`config.mk`:
```
export PLATFORM = sky130hd
export DESIGN_NAME = crc8_checked_frame_receiver
export DESIGN_NICKNAME = d
export VERILOG_FILES = /design/src/rtl/crc8cfr_pkg.sv /design/src/rtl/crc8cfr_cfg_regs.sv /design/src/rtl/crc8cfr_frame_fsm.sv /design/src/rtl/crc8_checked_frame_receiver.sv
export SDC_FILE = /design/constraint.sdc
export NUM_CORES = 1
export LEC_CHECK = 0
export BUFFER_PORTS_ARGS = -buffer_cell sky130_fd_sc_hd__buf_2
export CAP_MARGIN = 15
export CELL_PAD_IN_SITES_DETAIL_PLACEMENT = 0
export CELL_PAD_IN_SITES_GLOBAL_PLACEMENT = 1
export CORE_ASPECT_RATIO = 2
export CORE_MARGIN = 3
export CORE_UTILIZATION = 49
export DETAILED_ROUTE_END_ITERATION = 12
export PLACE_DENSITY = 0.91
export SYNTH_ARGS = -nofsm -noshare
export SYNTH_HDL_FRONTEND = slang
export SYNTH_HIERARCHICAL = 1
export SYNTH_SLANG_ARGS = --single-unit
```
`constraint.sdc`:
```
create_clock -name i_clk -period 7.2 [get_ports i_clk]
set_clock_uncertainty 0.15 [all_clocks]
set_input_delay 1.08 -clock i_clk [delete_from_list [all_inputs] [get_ports i_clk]]
set_output_delay 1.08 -clock i_clk [all_outputs]
set_load 0.005 [all_outputs]
```
`src/rtl/crc8cfr_pkg.sv`:
```
// Shared types, constants and the CRC-8 fold function for the frame receiver.
`default_nettype none

package crc8cfr_pkg;

    localparam int MAX_FRAME_DEF = 64;
    // byte_offset is six bits wide, so a frame never runs past 64 bytes.
    localparam int OFFSET_LIMIT  = 64;

    localparam logic [7:0] HEADER_RESET = 8'hA5;
    localparam logic [6:0] LENGTH_RESET = 7'd64;
    localparam logic [6:0] LENGTH_MIN   = 7'd2;
    localparam logic [7:0] SEED_RESET   = 8'hFF;
    localparam logic [7:0] CRC_POLY     = 8'h8C;  // reflected Dallas/Maxim polynomial

    typedef enum logic [1:0] {
        CFG_HEADER = 2'd0,
        CFG_LENGTH = 2'd1,
        CFG_SEED   = 2'd2,
        CFG_SPARE  = 2'd3
    } t_cfg_index;

    typedef struct packed {
        logic [7:0] header_value;
        logic [6:0] frame_length;
        logic [7:0] crc_seed;
    } t_cfg;

    typedef struct packed {
        logic [7:0] payload_byte;
        logic [5:0] byte_offset;
        logic       last;
        logic       crc_ok;
    } t_result;

    typedef enum logic {
        ST_HUNT  = 1'b0,
        ST_FRAME = 1'b1
    } t_rx_state;

    // One byte through the reflected CRC-8, LSB first.
    function automatic logic [7:0] crc8_fold(input logic [7:0] crc, input logic [7:0] b);
        logic [7:0] c;
        c = crc ^ b;
        for (int i = 0; i < 8; i++) begin
            c = c[0] ? ((c >> 1) ^ CRC_POLY) : (c >> 1);
        end
        return c;
    endfunction

endpackage

`default_nettype wire

```
`src/rtl/crc8cfr_cfg_regs.sv`:
```
// Configuration registers of the frame receiver.
`default_nettype none

module crc8cfr_cfg_regs
    import crc8cfr_pkg::*;
(
    input  wire logic       i_clk,
    input  wire logic       i_rst_n,
    input  wire logic       i_cfg_we,
    input  wire logic [1:0] i_cfg_index,
    input  wire logic [7:0] i_cfg_data,
    output t_cfg            o_cfg
);

    t_cfg r_cfg;

    always_ff @(posedge i_clk) begin
        if (!i_rst_n) begin
            r_cfg.header_value <= HEADER_RESET;
            r_cfg.frame_length <= LENGTH_RESET;
            r_cfg.crc_seed     <= SEED_RESET;
        end else if (i_cfg_we) begin
            case (t_cfg_index'(i_cfg_index))
                CFG_HEADER: r_cfg.header_value <= i_cfg_data;
                CFG_LENGTH: r_cfg.frame_length <= i_cfg_data[6:0];
                CFG_SEED:   r_cfg.crc_seed     <= i_cfg_data;
                default:    ;  // unused index, write dropped
            endcase
        end
    end

    assign o_cfg = r_cfg;

endmodule

`default_nettype wire

```
`src/rtl/crc8cfr_frame_fsm.sv`:
```
// Hunt/frame state machine with running CRC and byte counter.
`default_nettype none

module crc8cfr_frame_fsm
    import crc8cfr_pkg::*;
#(
    parameter int MAX_FRAME = MAX_FRAME_DEF
) (
    input  wire logic       i_clk,
    input  wire logic       i_rst_n,
    input  t_cfg            i_cfg,
    input  wire logic       i_step,
    input  wire logic [7:0] i_byte,
    output logic            o_res_valid,
    output t_result         o_res
);

    localparam int LEN_CAP = (MAX_FRAME < OFFSET_LIMIT) ? MAX_FRAME : OFFSET_LIMIT;

    t_rx_state  r_state, n_state;
    logic [5:0] r_byte_count, n_byte_count;
    logic [7:0] r_crc, n_crc;

    logic [6:0] len_used;
    logic [5:0] final_pos;
    logic [5:0] offset;
    logic       at_end;
    logic       is_header;

    always_comb begin
        len_used = i_cfg.frame_length;
        if (len_used > 7'(LEN_CAP)) begin
            len_used = 7'(LEN_CAP);
        end
        if (len_used < LENGTH_MIN) begin
            len_used = LENGTH_MIN;
        end
    end

    assign final_pos = 6'(len_used - 7'd1);
    assign offset    = r_byte_count + 6'd1;
    assign at_end    = (offset >= final_pos);
    assign is_header = (i_byte == i_cfg.header_value);

    // next state
    always_comb begin
        n_state      = r_state;
        n_byte_count = r_byte_count;
        n_crc        = r_crc;
        if (i_step) begin
            case (r_state)
                ST_HUNT: begin
                    if (is_header) begin
                        n_state      = ST_FRAME;
                        n_byte_count = '0;
                        n_crc        = crc8_fold(i_cfg.crc_seed, i_byte);
                    end
                end
                ST_FRAME: begin
                    n_byte_count = offset;
                    if (at_end) begin
                        n_state = ST_HUNT;
                    end else begin
                        n_crc = crc8_fold(r_crc, i_byte);
                    end
                end
                default: n_state = ST_HUNT;
            endcase
        end
    end

    // outputs
    always_comb begin
        o_res_valid      = 1'b0;
        o_res.payload_byte = i_byte;
        o_res.byte_offset  = offset;
        o_res.last         = 1'b0;
        o_res.crc_ok       = 1'b0;
        case (r_state)
            ST_FRAME: begin
                o_res_valid  = i_step;
                o_res.last   = at_end;
                o_res.crc_ok = at_end && (r_crc == i_byte);
            end
            default: ;
        endcase
    end

    always_ff @(posedge i_clk) begin
        if (!i_rst_n) begin
            r_state      <= ST_HUNT;
            r_byte_count <= '0;
            r_crc        <= '0;
        end else begin
            r_state      <= n_state;
            r_byte_count <= n_byte_count;
            r_crc        <= n_crc;
        end
    end

    a_res_in_frame: assert property (@(posedge i_clk) disable iff (!i_rst_n)
        o_res_valid |-> (r_state == ST_FRAME))
        else $error("result produced while hunting");

    a_last_hunts: assert property (@(posedge i_clk) disable iff (!i_rst_n)
        (o_res_valid && o_res.last) |=> (r_state == ST_HUNT))
        else $error("frame did not end after last byte");

    a_header_starts: assert property (@(posedge i_clk) disable iff (!i_rst_n)
        (i_step && r_state == ST_HUNT && is_header) |=>
            (r_state == ST_FRAME && r_byte_count == 6'd0))
        else $error("header byte did not open a frame");

    a_count_moves: assert property (@(posedge i_clk) disable iff (!i_rst_n)
        (i_step && r_state == ST_FRAME) |=> (r_byte_count == $past(offset)))
        else $error("byte counter did not advance");

endmodule

`default_nettype wire

```
`src/rtl/crc8_checked_frame_receiver.sv`:
```
// Top level of the CRC-8 checked frame receiver.
`default_nettype none

//  channel | direction | handshake                | payload
//  --------+-----------+--------------------------+----------------------------------
//  in      | input     | i_in_valid / o_in_stall  | i_data_byte
//  out     | output    | o_out_valid / i_out_stall| o_payload_byte, o_byte_offset,
//          |           |                          | o_last, o_crc_ok
//  cfg     | input     | i_cfg_we                 | i_cfg_index, i_cfg_data
//
//  One byte per cycle sustained while the output is not stalled. A byte transfer lands
//  in the input register; from there it passes the hunt/frame logic and one CRC fold
//  step into the output register, where any result it yields is offered.
//  Synchronous active-low reset clears both valid flags and puts the receiver in hunt.
//  A stall on the output holds both registers; o_in_stall then rises only once the
//  input register is also occupied.

module crc8_checked_frame_receiver
    import crc8cfr_pkg::*;
#(
    parameter int MAX_FRAME = MAX_FRAME_DEF
) (
    input  wire logic       i_clk,
    input  wire logic       i_rst_n,
    // byte input
    input  wire logic       i_in_valid,
    output logic            o_in_stall,
    input  wire logic [7:0] i_data_byte,
    // result output
    output logic            o_out_valid,
    input  wire logic       i_out_stall,
    output logic [7:0]      o_payload_byte,
    output logic [5:0]      o_byte_offset,
    output logic            o_last,
    output logic            o_crc_ok,
    // configuration writes
    input  wire logic       i_cfg_we,
    input  wire logic [1:0] i_cfg_index,
    input  wire logic [7:0] i_cfg_data
);

    t_cfg    cfg;
    t_result res;
    logic    res_valid;

    logic       r_in_valid;
    logic [7:0] r_in_byte;
    logic       r_out_valid;
    t_result    r_out;

    logic out_free;   // output register can load this cycle
    logic step;       // input register item is consumed this cycle

    assign out_free   = !r_out_valid || !i_out_stall;
    assign step       = r_in_valid && out_free;
    assign o_in_stall = r_in_valid && !out_free;

    crc8cfr_cfg_regs u_cfg (
        .i_clk       (i_clk),
        .i_rst_n     (i_rst_n),
        .i_cfg_we    (i_cfg_we),
        .i_cfg_index (i_cfg_index),
        .i_cfg_data  (i_cfg_data),
        .o_cfg       (cfg)
    );

    crc8cfr_frame_fsm #(
        .MAX_FRAME (MAX_FRAME)
    ) u_fsm (
        .i_clk       (i_clk),
        .i_rst_n     (i_rst_n),
        .i_cfg       (cfg),
        .i_step      (step),
        .i_byte      (r_in_byte),
        .o_res_valid (res_valid),
        .o_res       (res)
    );

    // input register: takes a transfer whenever it is empty or draining
    always_ff @(posedge i_clk) begin
        if (!i_rst_n) begin
            r_in_valid <= 1'b0;
        end else if (!o_in_stall) begin
            r_in_valid <= i_in_valid;
        end
    end

    always_ff @(posedge i_clk) begin
        if (i_in_valid && !o_in_stall) begin
            r_in_byte <= i_data_byte;
        end
    end

    // output register: hunted bytes and the header leave no result behind
    always_ff @(posedge i_clk) begin
        if (!i_rst_n) begin
            r_out_valid <= 1'b0;
        end else if (out_free) begin
            r_out_valid <= res_valid;
        end
    end

    always_ff @(posedge i_clk) begin
        if (out_free && res_valid) begin
            r_out <= res;
        end
    end

    assign o_out_valid    = r_out_valid;
    assign o_payload_byte = r_out.payload_byte;
    assign o_byte_offset  = r_out.byte_offset;
    assign o_last         = r_out.last;
    assign o_crc_ok       = r_out.crc_ok;

endmodule

`default_nettype wire

```
==> qor.csv, run 1 <==
stage;metric;value;unit
placement;port-buffer-count;40;
clock_tree;cts_sinks;64;
placement;hpwl;5030;um
drt;drt.antenna.violating_nets;0;
drt;detail_route.wirelength;6640;um
pwr;share_clk_of_total_power;47.3;%
yosys;synth-seq-area-share;45.4;%
yosys;synth_nets;340;
sta;grt_setup_unrepaired;false;
drt;via_cell_ratio;5.22;
placement;placed_cells_incl_taps;419;
drt;firstDrtPassIters;4;
layout;multi_input_comb_area;0.00167;sq mm
yosys;synthSimpleGateAreaFrac;13.5;%
yosys;muxShareOfSynthArea;7.76;%
clock_tree;post_cts_buffers;0;
setup_path;rr_startpoint;u_cfg/o_cfg[9]$_SDFFE_PN0P_;
floorplanning;coreArea;0.00662;sq mm
layout;area.growth.synth_to_final;15.0;%
yosys;postSynthAreaPerCell;10.9;sq um
sta;report.final.hold_viol_count;0;
layout;design_area;0.00386;sq mm
pwr;seq_power_share;41.1;%
clock_tree;cts-hold-fix-buffers;0;
grt;maximum_number_of_pins_on_one_net_before_global_route_repair;40;
yosys;synthTopCellsByArea;sky130_fd_sc_hd__dfxtp_1 24%, sky130_fd_sc_hd__edfxtp_1 21%, sky130_fd_sc_hd__xnor2_1 11%, sky130_fd_sc_hd__mux2i_1 7.8%, sky130_fd_sc_hd__xor2_1 4.4%;
min_path;classification_of_the_worst_slack_hold_path;reg -> reg;
sta;achievable-frequency;298;MHz
setup_path;path_class;reg -> reg;
floorplanning;die_height;123;um
drt;vias;2270;
clock_tree;clock-root-buffer;sky130_fd_sc_hd__clkbuf_16;
layout;sequential_cell_area;0.00152;sq mm
setup_path;required_time_of_the_worst_setup_path;7.30;ns
floorplanning;dieArea;0.00793;sq mm
layout;drive_gt1_share;17.6;%
sta;min_period_over_period;46.7;%
grt;grt_overflow_total;0;
yosys;synth_xor_xnor_area_share;17.7;%
yosys;dominant_combinational_cell_family_by_area_after_synthesis;XOR/XNOR gates;
pwr;share_of_total_power_consumed_by_net_switching;21.9;%
sta;timing.slew.headroom;46.0;%
layout;layout_commonest_cell;sky130_fd_sc_hd__xnor2_1;
setup_path;worst-path-max-fanout;8;
sta;totalNegativeSetupSlack;0;ns
yosys;post_synth_fa_ha_maj_area_fraction;2.98;%
layout;mostFrequentLayoutCells;42 x sky130_fd_sc_hd__xnor2_1, 40 x sky130_fd_sc_hd__buf_2, 40 x sky130_fd_sc_hd__dfxtp_1;
pwr;power_density_cells;249;mW/mm^2
setup_path;setup.worst_path.end_class;flop;
setup_path;r2r-end;u_fsm/r_crc[6]$_SDFFE_PN0P_;
floorplanning;rows;42;
placement;finalWeightedCongestion;0.840;
layout;antenna_cells_inserted;0;
yosys;synth.ff_latch_count;64;
clock_tree;tritoncts_clock_tree;built;
grt;initial_antenna_violation_count;0;
grt;grt_pass1_vias;2268;
pwr;ir_drop;157;uV
pwr;p_sw;0.210;mW
yosys;synth_largest_type_area_fraction;23.9;%
setup_path;rr_worst_depth;13;
pwr;power.leakage;1.57;nW
grt;grt_util_all_layers;18.0;%
run_status;outcome;finished, final reports clean;
placement;post_placement_cell_area;0.00354;sq mm
yosys;share_of_the_synthesized_area_in_compound_gates_ao_oa_aoi_oai;7.80;%
min_path;worst_hold_startpoint;u_cfg/o_cfg[18]$_SDFFE_PN0P_;
sta;worst_hold_slack;0.324;ns
setup_path;r2r_slack;3.84;ns
sta;min_period;3.36;ns
layout;final_cell_count_no_fill;435;
pwr;internal_power;0.749;mW
min_path;holdPathStages;2;
grt;grt_pass1_wl;10600;um
sta;slew_violations;0;
floorplanning;floorplan.initialDensity;50.7;%
clock_tree;clock_edge_transition_at_the_registers_on_the_reported_setup_and_hold_paths;0.05;ns
min_path;whs_endpoint;u_cfg/o_cfg[18]$_SDFFE_PN0P_;
sta;setup_viol;0;
pwr;total_power;0.959;mW
pwr;comb_power_share;11.6;%
setup_path;worst_setup_path_start_kind;flop;
clock_tree;ctsHtreeMaxLevel;3;
yosys;netlist_area;0.00335;sq mm
clock_tree;cts-resized-gates;0;
drt;drt_drc_violations_left;0;
layout;number_of_nets_in_the_layout;373;
floorplanning;ioPinCount;41;
setup_path;critical_path_arrival;3.46;ns
yosys;total_of_warnings_raised_by_yosys;6;
flow_run;cap_violations;0;
sta;transition_time_at_the_pin_with_the_least_slew_margin;0.809;ns
drt;wl_per_cell;15.3;um
clock_tree;cts_buffer_depth;2;
clock_tree;worstSkewPairLatency;0.33;ns
yosys;yosysUniqueCellTypes;46;
clock_tree;tritoncts.num_buffers;9;
yosys;postSynthCellCount;309;
floorplanning;fp.dieW;64.5;um
layout;fillerInstances;598;
yosys;synth_largest_area_cell;sky130_fd_sc_hd__dfxtp_1;
drt;detailedRoute.firstIterationViolations;54;
==> worst max path at each step <==
| stage | start | end | slack (ns) | cells past startpoint |
|---|---|---|---|---|
| after CTS | u_cfg/o_cfg[9]$_SDFFE_PN0P_ | u_fsm/r_crc[6]$_SDFFE_PN0P_ | 3.84 | 13 |
| after global routing | u_cfg/o_cfg[9]$_SDFFE_PN0P_ | u_fsm/r_crc[6]$_SDFFE_PN0P_ | 3.54 | 14 |
| after global placement | u_cfg/o_cfg[9]$_SDFFE_PN0P_ | u_fsm/r_crc[6]$_SDFFE_PN0P_ | 4.00 | 14 |
| final | u_cfg/o_cfg[9]$_SDFFE_PN0P_ | u_fsm/r_crc[6]$_SDFFE_PN0P_ | 3.84 | 13 |
| after floorplan | i_out_stall | o_byte_offset[0]$_DFFE_PP_ | 3.74 | 4 |
| after detailed placement | u_cfg/o_cfg[9]$_SDFFE_PN0P_ | u_fsm/r_crc[6]$_SDFFE_PN0P_ | 3.86 | 13 |
==> metrics by stage <==
| step | utilization, % | worst slack [ns] |
|---|---|---|
| global route | 58.2 | 3.54 |
| detailed placement | 53.5 | 3.86 |
| finish | 58.2 | 3.84 |
| CTS | 58.2 | 3.84 |
| floorplan | - | 3.74 |
| global placement | 53.5 | 4.00 |
==> cell families (layout without fill, tap and decap cells) <==
family / Yosys count / after routing
xor gates and xnor gates: 62 / 62
buffers and inverters: 28 / 66
and+or+nand+nor: 82 / 82
adders and majority gates: 8 / 8
muxes: 26 / 26
AOI/OAI and AO/OA: 39 / 39
DFF: 64 / 64
==> power groups by stage <==
stage                     clock (mW)  combinational [mW]  sequential (mW)
after floorplan                    0              0.0927            0.397
after global placement             0               0.106            0.402
final                          0.454               0.111            0.395
after CTS                      0.463               0.111            0.395
after global routing           0.474               0.121            0.396
after detailed placement           0               0.109            0.402
==> area by class of cell <==
type	instances	share of cell area (%)
clock buffer	12	6.39
timing repair buffer	41	5.39
clock inverter	4	1.75
multi-input combinational	217	43.3
inverter	9	0.876
sequential	64	39.5
tap	88	2.86
==> worst max-delay path, cell delays in order (launching register included) <==
cell and delay [ns]:
sky130_fd_sc_hd__dfxtp_1 0.32, sky130_fd_sc_hd__or4_1 0.55, sky130_fd_sc_hd__nor2_1 0.17, sky130_fd_sc_hd__o21bai_1 0.09
sky130_fd_sc_hd__ha_1 0.23, sky130_fd_sc_hd__nand3_1 0.08, sky130_fd_sc_hd__o21ai_0 0.08, sky130_fd_sc_hd__a21o_1 0.19
sky130_fd_sc_hd__ha_1 0.29, sky130_fd_sc_hd__nand3_1 0.08, sky130_fd_sc_hd__o21ai_0 0.30, sky130_fd_sc_hd__o22ai_1 0.17
sky130_fd_sc_hd__nor2_1 0.41, sky130_fd_sc_hd__o2bb2ai_1 0.17
==> layer usage <==
layer  vias up  part of all wire [%]  GRT usage, %
li1       1134                     -             -
met1      1076                    38          17.4
met2        48                    55          33.9
met3        12                   3.9          5.18
met4         0                   2.5          9.01
met5         -                     0             0
==> sequential cells by signal, indices dropped and copies added (netlist names) <==
signal and flops:
u_cfg/o_cfg 23, o_payload_byte 8, o_out_valid 1, u_fsm/r_byte_count 6, o_byte_offset 6, o_last 1, u_fsm/r_state 1, u_fsm/r_crc 8
r_in_valid 1, o_crc_ok 1, r_in_byte 8
==> synth_stat cells, drive strengths merged <==
cell      n
o22ai     1
buf      13
nand4     2
xor2     17
ha        8
nor4      1
inv       8
a221oi    1
xnor3     2
and3      1
or3b      1
nand4b    4
a21boi    2
dfxtp    40
a31oi     1
o2bb2ai   8
nor3b     1
clkbuf    6
nand3     7
o21ai     5
nor3      3
o211ai    4
a21o      3
mux2i    26
nand2b    1
o21a      1
clkinv    1
a211oi    1
and3b     2
nor2b    18
xnor2    43
nor2      8
o21bai    1
or3       3
nand2    25
nand3b    2
and2      2
edfxtp   24
or4       1
a21oi    11
Note: power is estimated with default switching activity, not from simulation.
==> run 2, diff against run 1 <==
--- a/config.mk
+++ b/config.mk
@@ -11,9 +11,9 @@
 export CELL_PAD_IN_SITES_GLOBAL_PLACEMENT = 1
 export CORE_ASPECT_RATIO = 2
 export CORE_MARGIN = 3
-export CORE_UTILIZATION = 49
+export CORE_UTILIZATION = 41
 export DETAILED_ROUTE_END_ITERATION = 12
-export PLACE_DENSITY = 0.91
+export PLACE_DENSITY = 0.82
 export SYNTH_ARGS = -nofsm -noshare
 export SYNTH_HDL_FRONTEND = slang
 export SYNTH_HIERARCHICAL = 1
==> constraint.sdc (replaced) <==
create_clock -name i_clk -period 2.93 [get_ports i_clk]
set_clock_uncertainty 0.15 [all_clocks]
set_input_delay 0.4395 -clock i_clk [delete_from_list [all_inputs] [get_ports i_clk]]
set_output_delay 0.4395 -clock i_clk [all_outputs]
set_load 0.005 [all_outputs]
==> run 2 against run 1 <==
Core utilization shrank 7.0 points; final area grew 5.5%; largest cell class unchanged; combinational power grew to 2.6 times the previous value; critical path depth shrank 1; the run now ends with setup timing left; critical path type unchanged; highest routed layer unchanged.
==> qor.csv, run 2 (synthesis results as in run 1) <==
stage;metric;value;unit
layout;largest_register_ffs;23;
layout;fillerInstances;725;
sta;timing.final.ws_setup;-0.114;ns
layout;multi_input_comb_area;0.00178;sq mm
sta;grt_setup_unrepaired;true;
sta;setup_viol;11;
setup_path;crit_cells;12;
sta;timing.slew.headroom;67.5;%
setup_path;critical_path_buf_inv_count;1;
placement;port-buffer-count;40;
layout;layout_commonest_cell;sky130_fd_sc_hd__xnor2_1;
setup_path;critical_path.top_delay_family;compound AO/OA/AOI/OAI gates;
layout;sequential_cell_area;0.00152;sq mm
sta;totalNegativeSetupSlack;-0.958;ns
drt;detail_route.wirelength;7120;um
placement;finalWeightedCongestion;0.795;
setup_path;cp_slowest_cell;sky130_fd_sc_hd__or4_4;
drt;vias;2349;
floorplanning;floorplan.initialDensity;42.2;%
run_status;violations_in_the_final_reports;setup timing;
floorplanning;rows;46;
drt;via_cell_ratio;5.13;
setup_path;rr_worst_depth;12;
setup_path;path_class;reg -> reg;
grt;grt_pass1_vias;2399;
clock_tree;worstSkewPairLatency;0.33;ns
layout;mostFrequentLayoutCells;41 x sky130_fd_sc_hd__xnor2_1, 40 x sky130_fd_sc_hd__buf_2, 39 x sky130_fd_sc_hd__dfxtp_1;
grt;initial_antenna_violation_count;0;
setup_path;setup.worst_path.end_class;flop;
placement;hpwl;5360;um
flow_run;cap_violations;0;
drt;wl_per_cell;15.5;um
layout;antenna_cells_inserted;0;
grt;grt_util_all_layers;16.1;%
floorplanning;coreArea;0.00794;sq mm
drt;drt.antenna.violating_nets;0;
drt;firstDrtPassIters;5;
placement;post_placement_cell_area;0.00365;sq mm
setup_path;r2r_slack;-0.11;ns
clock_tree;cts-hold-fix-buffers;0;
clock_tree;tritoncts.num_buffers;9;
clock_tree;ctsHtreeMaxLevel;3;
placement;pre_cts_ws;-0.160;ns
sta;min_period;3.04;ns
grt;maximum_number_of_pins_on_one_net_before_global_route_repair;25;
layout;design_area;0.00407;sq mm
pwr;power_density_cells;561;mW/mm^2
sta;min_period_over_period;104;%
sta;achievable-frequency;329;MHz
clock_tree;tritoncts_clock_tree;built;
min_path;classification_of_the_worst_slack_hold_path;in -> reg;
grt;grt_overflow_total;0;
setup_path;crit_path_max_incr_delay;0.54;ns
setup_path;rr_startpoint;u_cfg/o_cfg[12]$_SDFFE_PN0P_;
layout;area.growth.synth_to_final;21.3;%
setup_path;worstSetupEndpoint;u_fsm/r_crc[2]$_SDFFE_PN0P_;
layout;number_of_nets_in_the_layout;388;
setup_path;worst-path-max-fanout;8;
setup_path;r2r-end;u_fsm/r_crc[2]$_SDFFE_PN0P_;
clock_tree;clock-root-buffer;sky130_fd_sc_hd__clkbuf_16;
setup_path;critical_path_arrival;3.16;ns
floorplanning;die_height;134;um
drt;drt_drc_violations_left;0;
layout;final_core_occ;51.2;%
setup_path;required_time_of_the_worst_setup_path;3.04;ns
floorplanning;fp.dieW;70.0;um
sta;transition_time_at_the_pin_with_the_least_slew_margin;0.483;ns
floorplanning;dieArea;0.00937;sq mm
pwr;power.leakage;1.68;nW
sta;slew_violations;0;
clock_tree;cts_buffer_depth;2;
run_status;outcome;finished with violations;
clock_tree;clock_edge_transition_at_the_registers_on_the_reported_setup_and_hold_paths;0.05;ns
layout;drive_gt1_share;27.3;%
pwr;ir_drop;508;uV
setup_path;worst_path_cell_trace;or4_4, o211ai_1, ha_2, buf_6, xnor2_2, ha_1, a21o_1, a31oi_1, o21ai_2, o22ai_4, nand2_4, o2bb2ai_1;
clock_tree;cts_sinks;64;
setup_path;worstSetupStartpoint;u_cfg/o_cfg[12]$_SDFFE_PN0P_;
sta;report.final.hold_viol_count;0;
sta;worst_hold_slack;0.132;ns
drt;detailedRoute.firstIterationViolations;97;
setup_path;worst_setup_path_start_kind;flop;
grt;grt_pass1_wl;11500;um
floorplanning;ioPinCount;41;
[run 2: power by group]
part / leakage [nW] / internal [mW] / switching (mW)
clock network: 0.138 / 0.652 / 0.373
registers: 0.538 / 0.942 / 0.0252
logic: 1.00 / 0.146 / 0.144
total: 1.68 / 1.74 / 0.542
[run 2: area by class of cell]
cell class | count | share of cell area [%]
tap | 96 | 2.95
clock buffer | 10 | 5.63
timing repair buffer | 56 | 7.96
sequential | 64 | 37.4
multi-input combinational | 217 | 43.7
inverter | 9 | 0.830
clock inverter | 6 | 1.48
[run 2: routing by layer]
| layer | part of all wire [%] | global-route usage (%) | up-vias | routed length (um) |
|---|---|---|---|---|
| met5 | 0 | 0 | - | 0 |
| met3 | 3.7 | 3.90 | 13 | 263 |
| met1 | 37 | 15.7 | 1124 | 2600 |
| met4 | 3.5 | 9.81 | 0 | 252 |
| met2 | 56 | 29.8 | 48 | 4000 |
| li1 | - | - | 1164 | - |
[run 2: repair_timing]
item / 4_1_cts / 5_1_grt
gates resized for setup: 8 / 13
pin swaps: 16 / 9
setup buffers: 3 / 1
setup endpoints to repair: 11 / 11
[run 2: worst register-to-register path: stages, from the launching register on]
cell and delay, ns:
sky130_fd_sc_hd__dfxtp_2 0.32, sky130_fd_sc_hd__or4_4 0.54, sky130_fd_sc_hd__o211ai_1 0.24, sky130_fd_sc_hd__ha_2 0.27
sky130_fd_sc_hd__buf_6 0.11, sky130_fd_sc_hd__xnor2_2 0.05, sky130_fd_sc_hd__ha_1 0.31, sky130_fd_sc_hd__a21o_1 0.16
sky130_fd_sc_hd__a31oi_1 0.20, sky130_fd_sc_hd__o21ai_2 0.11, sky130_fd_sc_hd__o22ai_4 0.23, sky130_fd_sc_hd__nand2_4 0.14
sky130_fd_sc_hd__o2bb2ai_1 0.15
[run 2: worst min-delay path by stage]
stage	from	endpoint	slack (ns)	cells past startpoint
3_5_place_dp	u_cfg/o_cfg[19]$_SDFFE_PN0P_	u_cfg/o_cfg[19]$_SDFFE_PN0P_	0.32	2
4_1_cts	i_data_byte[5]	r_in_byte[5]$_DFFE_PP_	0.12	1
2_1_floorplan	u_cfg/o_cfg[8]$_SDFFE_PN0P_	u_cfg/o_cfg[8]$_SDFFE_PN0P_	0.29	2
5_1_grt	i_data_byte[6]	r_in_byte[6]$_DFFE_PP_	0.12	1
6_report	i_data_byte[6]	r_in_byte[6]$_DFFE_PP_	0.13	1
3_3_place_gp	u_cfg/o_cfg[19]$_SDFFE_PN0P_	u_cfg/o_cfg[19]$_SDFFE_PN0P_	0.31	2
[run 2: metrics by stage]
stage / power (mW) / std cells
5_1_grt: 2.37 / 458
2_1_floorplan: 1.20 / 309
4_1_cts: 2.30 / 457
3_3_place_gp: 1.26 / 438
3_5_place_dp: 1.26 / 438
6_report: 2.28 / 458
